==> src/design/wmf_pkg.sv <==
package wmf_pkg;

	localparam int MAX_WIDTH = 9;
	localparam int MAX_COLS  = 1024;
	localparam int MAX_ROWS  = 1024;

	localparam int PIX_W  = 8;
	localparam int WW     = $clog2(MAX_WIDTH + 1);
	localparam int CW     = $clog2(MAX_COLS);
	localparam int RW     = $clog2(MAX_ROWS);
	localparam int NCELL  = MAX_WIDTH * MAX_WIDTH;
	localparam int NW     = $clog2(NCELL);
	localparam int HW     = $clog2(NCELL / 2 + 1);
	localparam int LSW    = (MAX_WIDTH - 1) * PIX_W;
	localparam int TOP_WIDTH = (MAX_WIDTH % 2 == 1) ? MAX_WIDTH : MAX_WIDTH - 1;

	localparam int CFG_IDX_W  = 2;
	localparam int CFG_DATA_W = 11;
	localparam logic [CFG_IDX_W-1:0] CFG_WINDOW_WIDTH = 2'd0;
	localparam logic [CFG_IDX_W-1:0] CFG_IMAGE_COLS   = 2'd1;
	localparam logic [CFG_IDX_W-1:0] CFG_IMAGE_ROWS   = 2'd2;

	typedef enum logic [2:0] {
		ST_CLEAR,
		ST_IDLE,
		ST_READ,
		ST_SORT,
		ST_DRAIN,
		ST_DONE
	} state_t;

	typedef struct packed {
		logic clr;
		logic ins;
		logic drn;
	} cell_ctl_t;

	typedef struct packed {
		logic [PIX_W-1:0] val;
		logic             vld;
		logic             gt;
	} cell_out_t;

	function automatic logic [WW-1:0] eff_width(input logic [3:0] r);
		logic [4:0] t;
		t = (r == 4'd0) ? 5'd1 : {1'b0, r};
		if (!t[0]) t = t + 5'd1;
		if (int'(t) > TOP_WIDTH) t = 5'(TOP_WIDTH);
		return WW'(t);
	endfunction

	function automatic logic [CW:0] eff_cols(input logic [CFG_DATA_W-1:0] v);
		if (v == '0) return (CW+1)'(1);
		if (int'(v) > MAX_COLS) return (CW+1)'(MAX_COLS);
		return (CW+1)'(v);
	endfunction

	function automatic logic [RW:0] eff_rows(input logic [CFG_DATA_W-1:0] v);
		if (v == '0) return (RW+1)'(1);
		if (int'(v) > MAX_ROWS) return (RW+1)'(MAX_ROWS);
		return (RW+1)'(v);
	endfunction

endpackage

==> src/design/wmf_sort_cell.sv <==
module wmf_sort_cell (
	input  logic                        clk,
	input  logic                        arst_n,
	input  wmf_pkg::cell_ctl_t          ctl,
	input  logic [wmf_pkg::PIX_W-1:0]   v,
	input  wmf_pkg::cell_out_t          prev,
	input  wmf_pkg::cell_out_t          next,
	output wmf_pkg::cell_out_t          co
);

	logic [wmf_pkg::PIX_W-1:0] val_q;
	logic                      vld_q;
	logic                      gt;

	// an empty cell counts as larger than anything
	assign gt = !vld_q || (val_q > v);

	always_ff @(posedge clk or negedge arst_n) begin
		if (!arst_n) begin
			val_q <= '0;
			vld_q <= 1'b0;
		end else if (ctl.clr) begin
			vld_q <= 1'b0;
		end else if (ctl.ins) begin
			if (prev.gt) begin
				val_q <= prev.val;
				vld_q <= prev.vld;
			end else if (gt) begin
				val_q <= v;
				vld_q <= 1'b1;
			end
		end else if (ctl.drn) begin
			val_q <= next.val;
			vld_q <= next.vld;
		end
	end

	assign co.val = val_q;
	assign co.vld = vld_q;
	assign co.gt  = gt;

endmodule

==> config.mk <==
export PLATFORM = sky130hd
export DESIGN_NAME = wmf_sort_cell
export DESIGN_NICKNAME = d
export VERILOG_FILES = /design/src/design/wmf_pkg.sv /design/src/design/wmf_sort_cell.sv
export SDC_FILE = /design/constraint.sdc
export NUM_CORES = 1
export LEC_CHECK = 0
export BUFFER_PORTS_ARGS = -buffer_cell sky130_fd_sc_hd__clkbuf_2
export CORE_MARGIN = 2
export CORE_UTILIZATION = 43
export DETAILED_ROUTE_END_ITERATION = 12
export PLACE_DENSITY = 0.76
export SLEW_MARGIN = 30
export SYNTH_ARGS = -nofsm -noshare
export SYNTH_HDL_FRONTEND = slang
export SYNTH_SLANG_ARGS = --single-unit
==> constraint.sdc <==
create_clock -name clk -period 3 [get_ports clk]
set_clock_uncertainty 0.05 [all_clocks]
set_input_delay 0.9 -clock clk [delete_from_list [all_inputs] [get_ports clk]]
set_output_delay 0.9 -clock clk [all_outputs]
set_load 0.005 [all_outputs]
Yosys cells after proc, flatten, opt, wreduce, memory -nomap -nowiden --
Cells that the tools add are included.
Operators by class: order comparisons 1, equality and inequality tests 2, multiplexer cells 9, bitwise logic cells 1, reductions and logical operators 6
Operator list (count):
- $mux W8 | 4
- $gt A8 B8 Y1 | 1
- $mux W1 | 5
- $ne A4 B1 Y1 const B | 1
- $ne A3 B1 Y1 const B | 1
- $reduce_and A3 Y1 | 1
- $reduce_bool A3 Y1 | 1
- $reduce_and A2 Y1 | 1
- $reduce_bool A2 Y1 | 1
- $logic_not A1 Y1 | 1
- $logic_or A1 B1 Y1 | 1
- $not A1 Y1 | 1
Storage, ports and cells: register bits 9, output and inout bits 10, logic and storage cells 21

Depth between registers and ports, before layout --
Gate-level depths: netlist of the first run.
word-level depth 6, gate-level depth with buffers 8

Worst setup path before layout of the first run --
OpenSTA, ideal clock, no wires.
path kind input to output, start input port v[1] (netlist bit), end output port co[0] (netlist bit), arrival time 1.925 ns, slack 0.125 ns, stages 8, buffers on the path 1, path through inv_1 > ha_1 > nor2b_1 > o211ai_2 > a21oi_2 > nor2_1 > o21ai_0 > buf_4
On the way: cells in the longest elaborated chain, start to end 2
RTL lines:
- start: declaration | RTL line wmf_sort_cell.sv:5 | input logic [wmf_pkg::PIX_W-1:0] v,
- $gt A8 B8 Y1 | RTL line wmf_sort_cell.sv:16 | assign gt = !vld_q || (val_q > v);
- $logic_or A1 B1 Y1 | RTL line wmf_sort_cell.sv:16
- end: declaration | RTL line wmf_sort_cell.sv:8 | output wmf_pkg::cell_out_t co
Every way passes these cells.

==> metrics.txt, run 1 <==
# TYPE chip_impl_metric gauge
chip_impl_metric{name="worst_slew_margin_rel",unit="%"} 72.6
chip_impl_info{name="critPathCaptureType",value="primary output"} 1
chip_impl_metric{name="timing.final.crit_period",unit="ns"} 2.93
chip_impl_metric{name="dp_hpwl",unit="um"} 1480
chip_impl_metric{name="core_area",unit="um^2"} 1730
chip_impl_metric{name="die-width",unit="um"} 46.7
chip_impl_metric{name="hold-worst-slack",unit="ns"} 0.440
chip_impl_metric{name="synth.yosys.seq_area_share",unit="%"} 28.7
chip_impl_metric{name="maximum_number_of_pins_on_one_net_before_global_route_repair",unit=""} 19
chip_impl_info{name="cell_taking_the_most_area_after_synthesis",value="dfrtp_1"} 1
chip_impl_metric{name="dieHeight",unit="um"} 46.7
chip_impl_metric{name="clockPowerShare",unit="%"} 21.7
chip_impl_metric{name="mappedNetlistNets",unit=""} 125
chip_impl_metric{name="count_of_unique_library_cells_instantiated_by_yosys",unit=""} 22
chip_impl_info{name="critPathLaunchType",value="primary input"} 1
chip_impl_metric{name="antenna-diode-count",unit=""} 0
chip_impl_metric{name="setup_viol_count_final",unit=""} 0
chip_impl_metric{name="floorplan.rows",unit=""} 15
chip_impl_metric{name="clock_tree.htree_level_count",unit=""} 1
chip_impl_metric{name="worst-slew-pin-transition",unit="ns"} 0.409
chip_impl_metric{name="die_area",unit="um^2"} 2180
chip_impl_metric{name="final_ant_viol_nets",unit=""} 0
chip_impl_metric{name="power.share.switching",unit="%"} 34.2
chip_impl_metric{name="max-clock-path-buffers",unit=""} 2
chip_impl_metric{name="synthDominantCellAreaShare",unit="%"} 28.7
chip_impl_metric{name="groute.usage.overall",unit="%"} 18.2
chip_impl_metric{name="remaining_drc_errors",unit=""} 0
chip_impl_metric{name="number_of_antenna_violations_at_the_first_check_in_global_routing",unit=""} 0
chip_impl_info{name="type_of_the_tightest_min_delay_check",value="primary input to asynchronous set/reset pin"} 1
chip_impl_metric{name="setup_total_negative_slack",unit="ns"} 0
chip_impl_metric{name="timing.critical_path.arrival",unit="ns"} 1.98
chip_impl_metric{name="routedWlPerCell",unit="um"} 12.6
chip_impl_metric{name="port_buffers",unit=""} 41
chip_impl_metric{name="cellPowerDensity",unit="nW/um^2"} 420
chip_impl_metric{name="holdBufCountCts",unit=""} 0
chip_impl_metric{name="max_clock_freq",unit="MHz"} 342
chip_impl_metric{name="wl",unit="um"} 1940
chip_impl_metric{name="synth.cell_area",unit="um^2"} 785
chip_impl_metric{name="p_leak",unit="nW"} 0.575
chip_impl_info{name="crit_type",value="primary input to primary output"} 1
chip_impl_info{name="cts_root_buf",value="clkbuf_4"} 1
chip_impl_metric{name="io-pin-count",unit=""} 43
chip_impl_metric{name="fillers",unit=""} 155
chip_impl_info{name="grt_setup_unrepaired",value="no"} 1
chip_impl_metric{name="dr.pass1.iters",unit=""} 4
chip_impl_metric{name="finalHoldViolations",unit=""} 0
chip_impl_metric{name="worst_supply_voltage_drop_on_vdd",unit="V"} 0.000240
chip_impl_metric{name="p_seq_share",unit="%"} 35.3
chip_impl_metric{name="post_synth.cell_area_avg",unit="um^2"} 9.34
chip_impl_metric{name="cts-buffers-inserted",unit=""} 3
chip_impl_metric{name="worst-path-max-fanout",unit=""} 3
chip_impl_metric{name="area.growth.synth_to_final",unit="%"} 39.7
chip_impl_metric{name="overflow",unit=""} 0
chip_impl_metric{name="cts.reportedPaths.clkPinSlew",unit="ns"} 0.07
chip_impl_metric{name="ff_latch_area",unit="um^2"} 225
chip_impl_metric{name="detail_route.iter0.violations",unit=""} 7
chip_impl_metric{name="p_int",unit="W"} 0.000303
chip_impl_info{name="slowest_stage",value="ha_4"} 1
chip_impl_metric{name="finalWeightedCongestion",unit=""} 0.729
chip_impl_metric{name="cp_data_required_time",unit="ns"} 2.05
chip_impl_metric{name="start_util",unit="%"} 45.4
chip_impl_info{name="netlist_top_cells_area",value="dfrtp_1 29%, ha_1 13%, mux2i_1 11%"} 1
chip_impl_metric{name="multi_input_logic_area",unit="um^2"} 531
chip_impl_metric{name="clock_sink_count",unit=""} 9
chip_impl_metric{name="max_stage_delay",unit="ns"} 0.29
chip_impl_info{name="status",value="completed"} 1
chip_impl_metric{name="net-switching-power",unit="W"} 0.000157
chip_impl_metric{name="via_per_instance_ratio",unit=""} 4.92
chip_impl_metric{name="r2r_slack",unit="ns"} 0.81
chip_impl_metric{name="detailroute.via_count",unit=""} 758
chip_impl_metric{name="clock_insertion_delay_worst_skew",unit="ns"} 0.26
chip_impl_metric{name="fin_nets",unit=""} 171
chip_impl_metric{name="post_route_cells_drive_above_1_share",unit="%"} 51.2
chip_impl_metric{name="ffs_latches_synth",unit=""} 9
chip_impl_metric{name="min_period_over_period",unit="%"} 97.5
chip_impl_info{name="cp_cell_sequence",value="clkbuf_2 > inv_1 > ha_4 > nand4_1 > a21oi_2 > nor2_1 > o21ai_1 > buf_2"} 1
chip_impl_metric{name="p_comb_share",unit="%"} 43.1
chip_impl_metric{name="slew_viol_final",unit=""} 0
chip_impl_metric{name="first_global_vias",unit=""} 715
chip_impl_metric{name="yosysWarnings",unit=""} 0
chip_impl_metric{name="gate_count_post_synth",unit=""} 84
chip_impl_metric{name="max_cap_viol_count",unit=""} 0
chip_impl_metric{name="wire_length_of_the_first_global_routing_pass",unit="um"} 2820
chip_impl_info{name="cts_tree",value="built"} 1
## cell usage after synthesis
| library cell | instances |
|---|---|
| mux2_2 | 8 |
| o21ai_0 | 2 |
| inv_1 | 9 |
| o22ai_1 | 1 |
| buf_2 | 1 |
| dfrtp_1 | 9 |
| a21oi_1 | 9 |
| nand4_1 | 2 |
| mux2i_1 | 9 |
| a21oi_2 | 1 |
| o21ai_2 | 1 |
| nor2b_1 | 1 |
| a211oi_1 | 1 |
| ha_1 | 8 |
| nand2_1 | 3 |
| buf_1 | 1 |
| o211ai_2 | 1 |
| buf_6 | 1 |
| a41oi_1 | 1 |
| nor2_1 | 12 |
| o41ai_4 | 1 |
| buf_4 | 2 |
## routing by layer
metal  up-vias  global-route usage, %  part of all wire (%)
met3         2                   1.57                   4.1
li1        385                      -                     -
met2        20                   32.8                    52
met4         0                   10.6                   1.0
met1       351                   21.0                    43
met5         -                      0                     0
## what timing repair did
| action | in CTS | in global routing |
|---|---|---|
| setup buffers | 0 | 0 |
| pin swaps | 0 | 4 |
| gates resized for setup | 2 | 8 |
| endpoints found under the setup margin | 1 | 1 |
## power groups by stage
stage	clock network (W)	registers [W]	logic, W
floorplan	0	0.000161	0.000106
global placement	0	0.000160	0.000172
detailed placement	0	0.000162	0.000179
CTS	0.000100	0.000159	0.000181
global route	0.000107	0.000165	0.000219
finish	0.0000996	0.000162	0.000198
## path summary, 6_finish.rpt
check | start | end | cells past startpoint
worst max-delay path | v[7] | co[0] | 8
worst min-delay path | arst_n | val_q[2] | 1
worst max register to register | val_q[1] | val_q[1] | 8
worst min register to register | val_q[5] | val_q[5] | 1
max in group asynchronous | arst_n | val_q[6] | 1
min in group clk | val_q[5] | val_q[5] | 1
## cell usage in the layout, fill, tap and decap left out, drive strengths merged
cell,n
a21oi,10
o41ai,1
ha,8
dfrtp,9
nor2,12
inv,9
a211oi,1
nand4,2
buf,7
o22ai,1
o21ai,3
mux2i,9
nand2,3
clkbuf,43
mux2,8
nor2b,1
a41oi,1
o211ai,1
## cell type report
type / count / share of cell area, %
multi-input cells: 61 / 48.4
repair buffers: 46 / 22.7
flip-flops and latches: 9 / 20.5
inverters: 9 / 3.08
well taps: 25 / 2.85
clock buffers: 4 / 2.40
## worst max-delay path: cells and delay by family
| family | cells | cell delay [ns] |
|---|---|---|
| buffers and inverters | 3 | 0.30 |
| AOI/OAI and AO/OA | 2 | 0.29 |
| adders and majority gates | 1 | 0.29 |
| and+or+nand+nor | 2 | 0.20 |
## sequential cells by signal (all words and copies together), names as in the netlist
| signal | flops |
|---|---|
| val_q | 8 |
| vld_q | 1 |
## through the flow
step	cells	setup WS [ns]	power [W]	utilization (%)	instance area [um^2]
CTS	154	0.0249	0.000440	60.9	1050
global placement	150	0.0173	0.000332	59.3	1020
detailed placement	150	-0.0380	0.000340	59.3	1020
global route	154	0.0214	0.000491	63.5	1100
floorplan	84	0.125	0.000267	-	785
finish	154	0.0747	0.000460	63.5	1100
## logic make-up (layout without fill, tap and decap cells)
kind of cell | Yosys count | after routing | synth area share (%)
fa+ha+maj | 8 | 8 | 12.8
mux | 17 | 17 | 23.0
compound gates | 18 | 18 | 17.2
simple gates | 18 | 18 | 9.57
buf+inv | 14 | 59 | 8.77
flops | 9 | 9 | 28.7
Power figures use the tool's default switching activity.
==> run 2: changes to the inputs <==
Settings changed: CAP_MARGIN set to 25, CORE_MARGIN 2 to unset.
==> run 2 against run 1 <==
  * Final cell count increased by 0.65%
  * Combinational power barely moved
  * Routed wire length shrank 7.1%
  * Fmax grew 0.86%
  * Sequential power is essentially flat
  * Critical path type unchanged
  * Critical endpoint unchanged
  * Largest cell class unchanged
  * Highest routed layer unchanged
==> metrics.txt, run 2 (synthesis gave the netlist of run 1 again) <==
# TYPE chip_impl_metric gauge
chip_impl_info{name="layout.cells.most_common_list",value="40 x clkbuf_2, 12 x nor2_1"} 1
chip_impl_metric{name="clock_insertion_delay_worst_skew",unit="ns"} 0.26
chip_impl_metric{name="start_util",unit="%"} 45.4
chip_impl_info{name="status",value="completed"} 1
chip_impl_metric{name="min_period_over_period",unit="%"} 96.7
chip_impl_metric{name="clock_sink_count",unit=""} 9
chip_impl_info{name="crit-reg2reg-launch",value="val_q[1]"} 1
chip_impl_metric{name="final_core_utilization",unit="%"} 64.3
chip_impl_metric{name="final_ant_viol_nets",unit=""} 0
chip_impl_metric{name="worst-path-max-fanout",unit=""} 2
chip_impl_metric{name="port_buffers",unit=""} 41
chip_impl_metric{name="design_area",unit="um^2"} 1110
chip_impl_metric{name="p_leak",unit="nW"} 0.580
chip_impl_metric{name="worst_slew_margin_rel",unit="%"} 74.3
chip_impl_metric{name="number_of_antenna_violations_at_the_first_check_in_global_routing",unit=""} 0
chip_impl_info{name="cts_tree",value="built"} 1
chip_impl_metric{name="dieHeight",unit="um"} 44.7
chip_impl_metric{name="cts.reportedPaths.clkPinSlew",unit="ns"} 0.07
chip_impl_metric{name="max-clock-path-buffers",unit=""} 2
chip_impl_metric{name="core_area",unit="um^2"} 1730
chip_impl_metric{name="timing.final.crit_period",unit="ns"} 2.90
chip_impl_metric{name="worst_r2r_path_depth",unit=""} 9
chip_impl_metric{name="clock_tree.htree_level_count",unit=""} 1
chip_impl_metric{name="area.growth.synth_to_final",unit="%"} 41.5
chip_impl_info{name="critPathLaunchType",value="primary input"} 1
chip_impl_metric{name="wl",unit="um"} 1800
chip_impl_metric{name="overflow",unit=""} 0
chip_impl_metric{name="io-pin-count",unit=""} 43
chip_impl_info{name="cts_root_buf",value="clkbuf_4"} 1
chip_impl_metric{name="maximum_number_of_pins_on_one_net_before_global_route_repair",unit=""} 12
chip_impl_metric{name="via_per_instance_ratio",unit=""} 4.81
chip_impl_metric{name="antenna-diode-count",unit=""} 0
chip_impl_metric{name="die_area",unit="um^2"} 2000
chip_impl_metric{name="largest_register_ff_count",unit=""} 8
chip_impl_metric{name="holdBufCountCts",unit=""} 0
chip_impl_metric{name="fin_nets",unit=""} 172
chip_impl_metric{name="cellPowerDensity",unit="nW/um^2"} 413
chip_impl_metric{name="first_global_vias",unit=""} 636
chip_impl_metric{name="detailroute.via_count",unit=""} 745
chip_impl_metric{name="cp_data_required_time",unit="ns"} 2.05
chip_impl_metric{name="floorplan.rows",unit=""} 15
chip_impl_metric{name="post_route_cells_drive_above_1_share",unit="%"} 51.5
chip_impl_metric{name="finalWeightedCongestion",unit=""} 0.772
chip_impl_info{name="crit_type",value="primary input to primary output"} 1
chip_impl_metric{name="wire_length_of_the_first_global_routing_pass",unit="um"} 2550
chip_impl_metric{name="setup_viol_count_final",unit=""} 0
chip_impl_metric{name="slew_viol_final",unit=""} 0
chip_impl_metric{name="groute.usage.overall",unit="%"} 17.6
chip_impl_metric{name="dr.pass1.iters",unit=""} 3
chip_impl_metric{name="worst_supply_voltage_drop_on_vdd",unit="V"} 0.000226
chip_impl_metric{name="post_dp_cell_area",unit="um^2"} 1020
chip_impl_metric{name="dp_hpwl",unit="um"} 1440
chip_impl_info{name="cp-startpoint",value="v[1]"} 1
chip_impl_metric{name="worst-slew-pin-transition",unit="ns"} 0.383
chip_impl_metric{name="routedWlPerCell",unit="um"} 11.6
chip_impl_info{name="largestRegisters",value="val_q (8), vld_q (1)"} 1
chip_impl_metric{name="max_clock_freq",unit="MHz"} 345
chip_impl_info{name="layout.cells.most_common",value="clkbuf_2"} 1
chip_impl_metric{name="max_cap_viol_count",unit=""} 0
chip_impl_info{name="critPathCaptureType",value="primary output"} 1
chip_impl_info{name="type_of_the_tightest_min_delay_check",value="primary input to asynchronous set/reset pin"} 1
chip_impl_metric{name="hold-worst-slack",unit="ns"} 0.440
chip_impl_metric{name="remaining_drc_errors",unit=""} 0
chip_impl_metric{name="die-width",unit="um"} 44.7
chip_impl_metric{name="cts-buffers-inserted",unit=""} 3
chip_impl_metric{name="finalHoldViolations",unit=""} 0
chip_impl_info{name="registers.top_by_ff_count",value="val_q"} 1
chip_impl_metric{name="timing.critical_path.arrival",unit="ns"} 1.95
chip_impl_metric{name="detail_route.iter0.violations",unit=""} 8
## run 2: changes by cell type in the layout (fill, tap and decap cells not counted), sizes merged
cell,before,now
clkbuf,43,44
## run 2: power by group
part	internal [W]	switching, W
sequential	0.000143	0.0000198
clock	0.0000513	0.0000452
combinational	0.000110	0.0000888
total	0.000304	0.000154
## run 2: worst paths after layout
check | endpoint | slack [ns]
setup / recovery | co[0] | 0.1
hold / removal | val_q[6] | 0.44
setup reg to reg | val_q[6] | 0.70
hold reg to reg | val_q[2] | 0.49
max in group asynchronous | val_q[2] | 2.26
min in group clk | val_q[2] | 0.49
## run 2: layout make-up
| class | instances | area, um^2 |
|---|---|---|
| Inverter | 9 | 33.8 |
| Timing Repair Buffer | 47 | 250 |
| Multi-Input combinational cell | 61 | 543 |
| Sequential cell | 9 | 225 |
| Fill cell | 157 | 617 |
| Tap cell | 25 | 31.3 |
| Clock buffer | 4 | 26.3 |
## run 2: repair_timing
| action | 4_1_cts | 5_1_grt |
|---|---|---|
| endpoints found under the hold margin | 0 | 0 |
| gates resized for setup | 1 | 7 |
| buffers inserted | 1 | 0 |
| gates cloned | 0 | 0 |
| setup endpoints to repair | 1 | 1 |
| pin swaps | 1 | 4 |
## run 2: through the flow
| stage | setup TNS (ns) | total power [W] | worst slack (ns) | instances |
|---|---|---|---|---|
| 3_5_place_dp | -0.00777 | 0.000339 | -0.00777 | 150 |
| 4_1_cts | 0 | 0.000438 | 0.00288 | 155 |
| 2_1_floorplan | 0 | 0.000267 | 0.125 | 84 |
| 3_3_place_gp | 0 | 0.000332 | 0.0185 | 150 |
| 6_report | 0 | 0.000458 | 0.0998 | 155 |
| 5_1_grt | -0.00119 | 0.000493 | -0.00119 | 155 |
## run 2: critical path: stages
cell      delay, ns
clkbuf_2       0.09
inv_1          0.06
ha_4           0.26
nor2b_4        0.13
o211ai_2       0.08
a21oi_2        0.16
nor2_1         0.06
o21ai_1        0.10
buf_2          0.12
## run 2: per-layer routing
metal | wire length [um] | part of all wire (%) | global-route usage [%]
met1 | 768 | 43 | 22.3
met2 | 963 | 54 | 30.9
met3 | 41 | 2.3 | 1.20
met4 | 27 | 1.5 | 7.27
met5 | 0 | 0 | 0
==> run 3: changes to the inputs <==
Settings changed: BUFFER_PORTS_ARGS -buffer_cell sky130_fd_sc_hd__clkbuf_2 to -buffer_cell sky130_fd_sc_hd__buf_2, REMOVE_ABC_BUFFERS set to 1.
==> run 3 against run 2 <==
  * Worst setup slack worse by 0.035 ns
  * Via count up 3.1%
  * Count of clock-buffer cells in the layout unchanged
  * Critical path depth unchanged
==> metrics.txt, run 3 (synthesis gave the netlist of run 1 again) <==
# TYPE chip_impl_metric gauge
chip_impl_metric{name="die-width",unit="um"} 44.7
chip_impl_metric{name="finalHoldViolations",unit=""} 0
chip_impl_metric{name="antenna-diode-count",unit=""} 0
chip_impl_info{name="type_of_the_tightest_min_delay_check",value="primary input to asynchronous set/reset pin"} 1
chip_impl_info{name="largestRegisters",value="val_q (8), vld_q (1)"} 1
chip_impl_metric{name="detailroute.via_count",unit=""} 768
chip_impl_metric{name="design_area",unit="um^2"} 1080
chip_impl_metric{name="area.growth.synth_to_final",unit="%"} 37.3
chip_impl_metric{name="groute.usage.overall",unit="%"} 19.8
chip_impl_metric{name="max_stage_delay",unit="ns"} 0.26
chip_impl_info{name="status",value="completed"} 1
chip_impl_metric{name="port_buffers",unit=""} 41
chip_impl_metric{name="clock_insertion_delay_worst_skew",unit="ns"} 0.26
chip_impl_info{name="registers.top_by_ff_count",value="val_q"} 1
chip_impl_info{name="critPathLaunchType",value="primary input"} 1
chip_impl_metric{name="slew_viol_final",unit=""} 0
chip_impl_metric{name="remaining_drc_errors",unit=""} 0
chip_impl_metric{name="cts.reportedPaths.clkPinSlew",unit="ns"} 0.06
chip_impl_info{name="crit_type",value="primary input to primary output"} 1
chip_impl_metric{name="timing.critical_path.arrival",unit="ns"} 1.98
chip_impl_info{name="layout.cells.most_common_list",value="41 x buf_2, 12 x nor2_1, 9 x a21oi_1, 9 x mux2i_1, 9 x dfrtp_1"} 1
chip_impl_metric{name="clock_tree.htree_level_count",unit=""} 1
chip_impl_metric{name="timing.final.crit_period",unit="ns"} 2.93
chip_impl_metric{name="io-pin-count",unit=""} 43
chip_impl_metric{name="fin_nets",unit=""} 171
chip_impl_metric{name="setup_viol_count_final",unit=""} 0
chip_impl_metric{name="start_util",unit="%"} 45.4
chip_impl_info{name="cts_root_buf",value="clkbuf_4"} 1
chip_impl_metric{name="worst-slew-pin-transition",unit="ns"} 0.395
chip_impl_metric{name="cellPowerDensity",unit="nW/um^2"} 412
chip_impl_metric{name="holdBufCountCts",unit=""} 0
chip_impl_metric{name="dp_cells",unit=""} 149
chip_impl_info{name="cts_tree",value="built"} 1
chip_impl_info{name="path_common_cell",value="buf_2"} 1
chip_impl_metric{name="max_clock_freq",unit="MHz"} 341
chip_impl_metric{name="clock_sink_count",unit=""} 9
chip_impl_info{name="slowest_stage",value="ha_4"} 1
chip_impl_metric{name="p_leak",unit="nW"} 0.565
chip_impl_metric{name="finalNonFillerCells",unit=""} 154
chip_impl_metric{name="floorplan.rows",unit=""} 15
chip_impl_info{name="layout.cells.most_common",value="buf_2"} 1
chip_impl_metric{name="max-clock-path-buffers",unit=""} 2
chip_impl_metric{name="post_dp_cell_area",unit="um^2"} 1020
chip_impl_metric{name="worst_slew_margin_rel",unit="%"} 73.5
chip_impl_metric{name="worst-path-max-fanout",unit=""} 2
chip_impl_metric{name="detail_route.iter0.violations",unit=""} 9
chip_impl_metric{name="finalWeightedCongestion",unit=""} 0.732
chip_impl_metric{name="cts-buffers-inserted",unit=""} 3
chip_impl_metric{name="overflow",unit=""} 0
chip_impl_metric{name="core_area",unit="um^2"} 1730
chip_impl_info{name="critPathCaptureType",value="primary output"} 1
chip_impl_metric{name="via_per_instance_ratio",unit=""} 4.99
chip_impl_metric{name="post_route_cells_drive_above_1_share",unit="%"} 50.4
chip_impl_metric{name="dieHeight",unit="um"} 44.7
chip_impl_metric{name="cp_data_required_time",unit="ns"} 2.05
chip_impl_metric{name="first_global_vias",unit=""} 744
chip_impl_metric{name="final_ant_viol_nets",unit=""} 0
chip_impl_metric{name="dr.pass1.iters",unit=""} 4
chip_impl_metric{name="dp_hpwl",unit="um"} 1380
chip_impl_metric{name="worst_supply_voltage_drop_on_vdd",unit="V"} 0.000246
chip_impl_metric{name="routedWlPerCell",unit="um"} 11.4
chip_impl_info{name="cp_cell_sequence",value="buf_2 > inv_2 > ha_4 > nor2b_4 > o211ai_2 > a21oi_2 > nor2_1 > o21ai_1 > buf_2"} 1
chip_impl_metric{name="max_cap_viol_count",unit=""} 0
chip_impl_metric{name="die_area",unit="um^2"} 2000
chip_impl_metric{name="min_period_over_period",unit="%"} 97.8
chip_impl_metric{name="wire_length_of_the_first_global_routing_pass",unit="um"} 2910
chip_impl_metric{name="wl",unit="um"} 1760
chip_impl_metric{name="largest_register_ff_count",unit=""} 8
chip_impl_metric{name="number_of_antenna_violations_at_the_first_check_in_global_routing",unit=""} 0
chip_impl_metric{name="maximum_number_of_pins_on_one_net_before_global_route_repair",unit=""} 21
run 3: timing repair:
action,4_1_cts,5_1_grt
endpoints found under the setup margin,1,1
buffers inserted,0,1
pin swaps,0,5
gates resized for setup,1,5
run 3: critical path: cells and delay by family:
family	cells	cell delay (ns)
AOI/OAI and AO/OA	3	0.39
buffers and inverters	3	0.26
adders and majority gates	1	0.26
and+or+nand+nor	2	0.17
run 3: routing by layer:
metal | track usage (%) | up-vias | wire [um] | share of wire [%]
met5 | 0 | - | 0 | 0
met4 | 10.9 | 0 | 36 | 2.1
met3 | 1.60 | 4 | 45 | 2.6
met2 | 34.1 | 22 | 874 | 50
li1 | - | 385 | - | -
met1 | 24.4 | 357 | 799 | 46
run 3: final timing paths:
kind,to,slack [ns],start,cells past startpoint
worst min-delay path,val_q[2],0.44,arst_n,1
max in group asynchronous,val_q[6],2.28,arst_n,1
worst min register to register,val_q[5],0.48,val_q[5],1
worst max register to register,val_q[1],0.67,val_q[1],9
worst max-delay path,co[0],0.07,v[1],9
min in group clk,val_q[5],0.48,val_q[5],1
run 3: stage by stage:
step                hold WS, ns  util, %  setup WS [ns]  total power (W)   TNS, ns
finish                    0.437     62.4         0.0652         0.000443         0
global route              0.448     62.4       -0.00667         0.000476  -0.00667
CTS                       0.443     60.4         0.0215         0.000432         0
detailed placement        0.476     58.8        -0.0132         0.000336   -0.0132
global placement          0.469     58.8         0.0299         0.000330         0
floorplan                 0.481        -          0.200         0.000257         0
run 3: area by class of cell:
class	count	area [um^2]
inverter	9	33.8
clock buffer	4	26.3
timing repair buffer	46	243
sequential	9	225
fill	158	649
multi-input combinational	61	518
tap	25	31.3
run 3: power breakdown:
group,switching [W],internal [W],total [W]
Sequential,0.0000168,0.000143,0.000160
Clock,0.0000436,0.0000513,0.0000949
Combinational,0.0000859,0.000103,0.000189
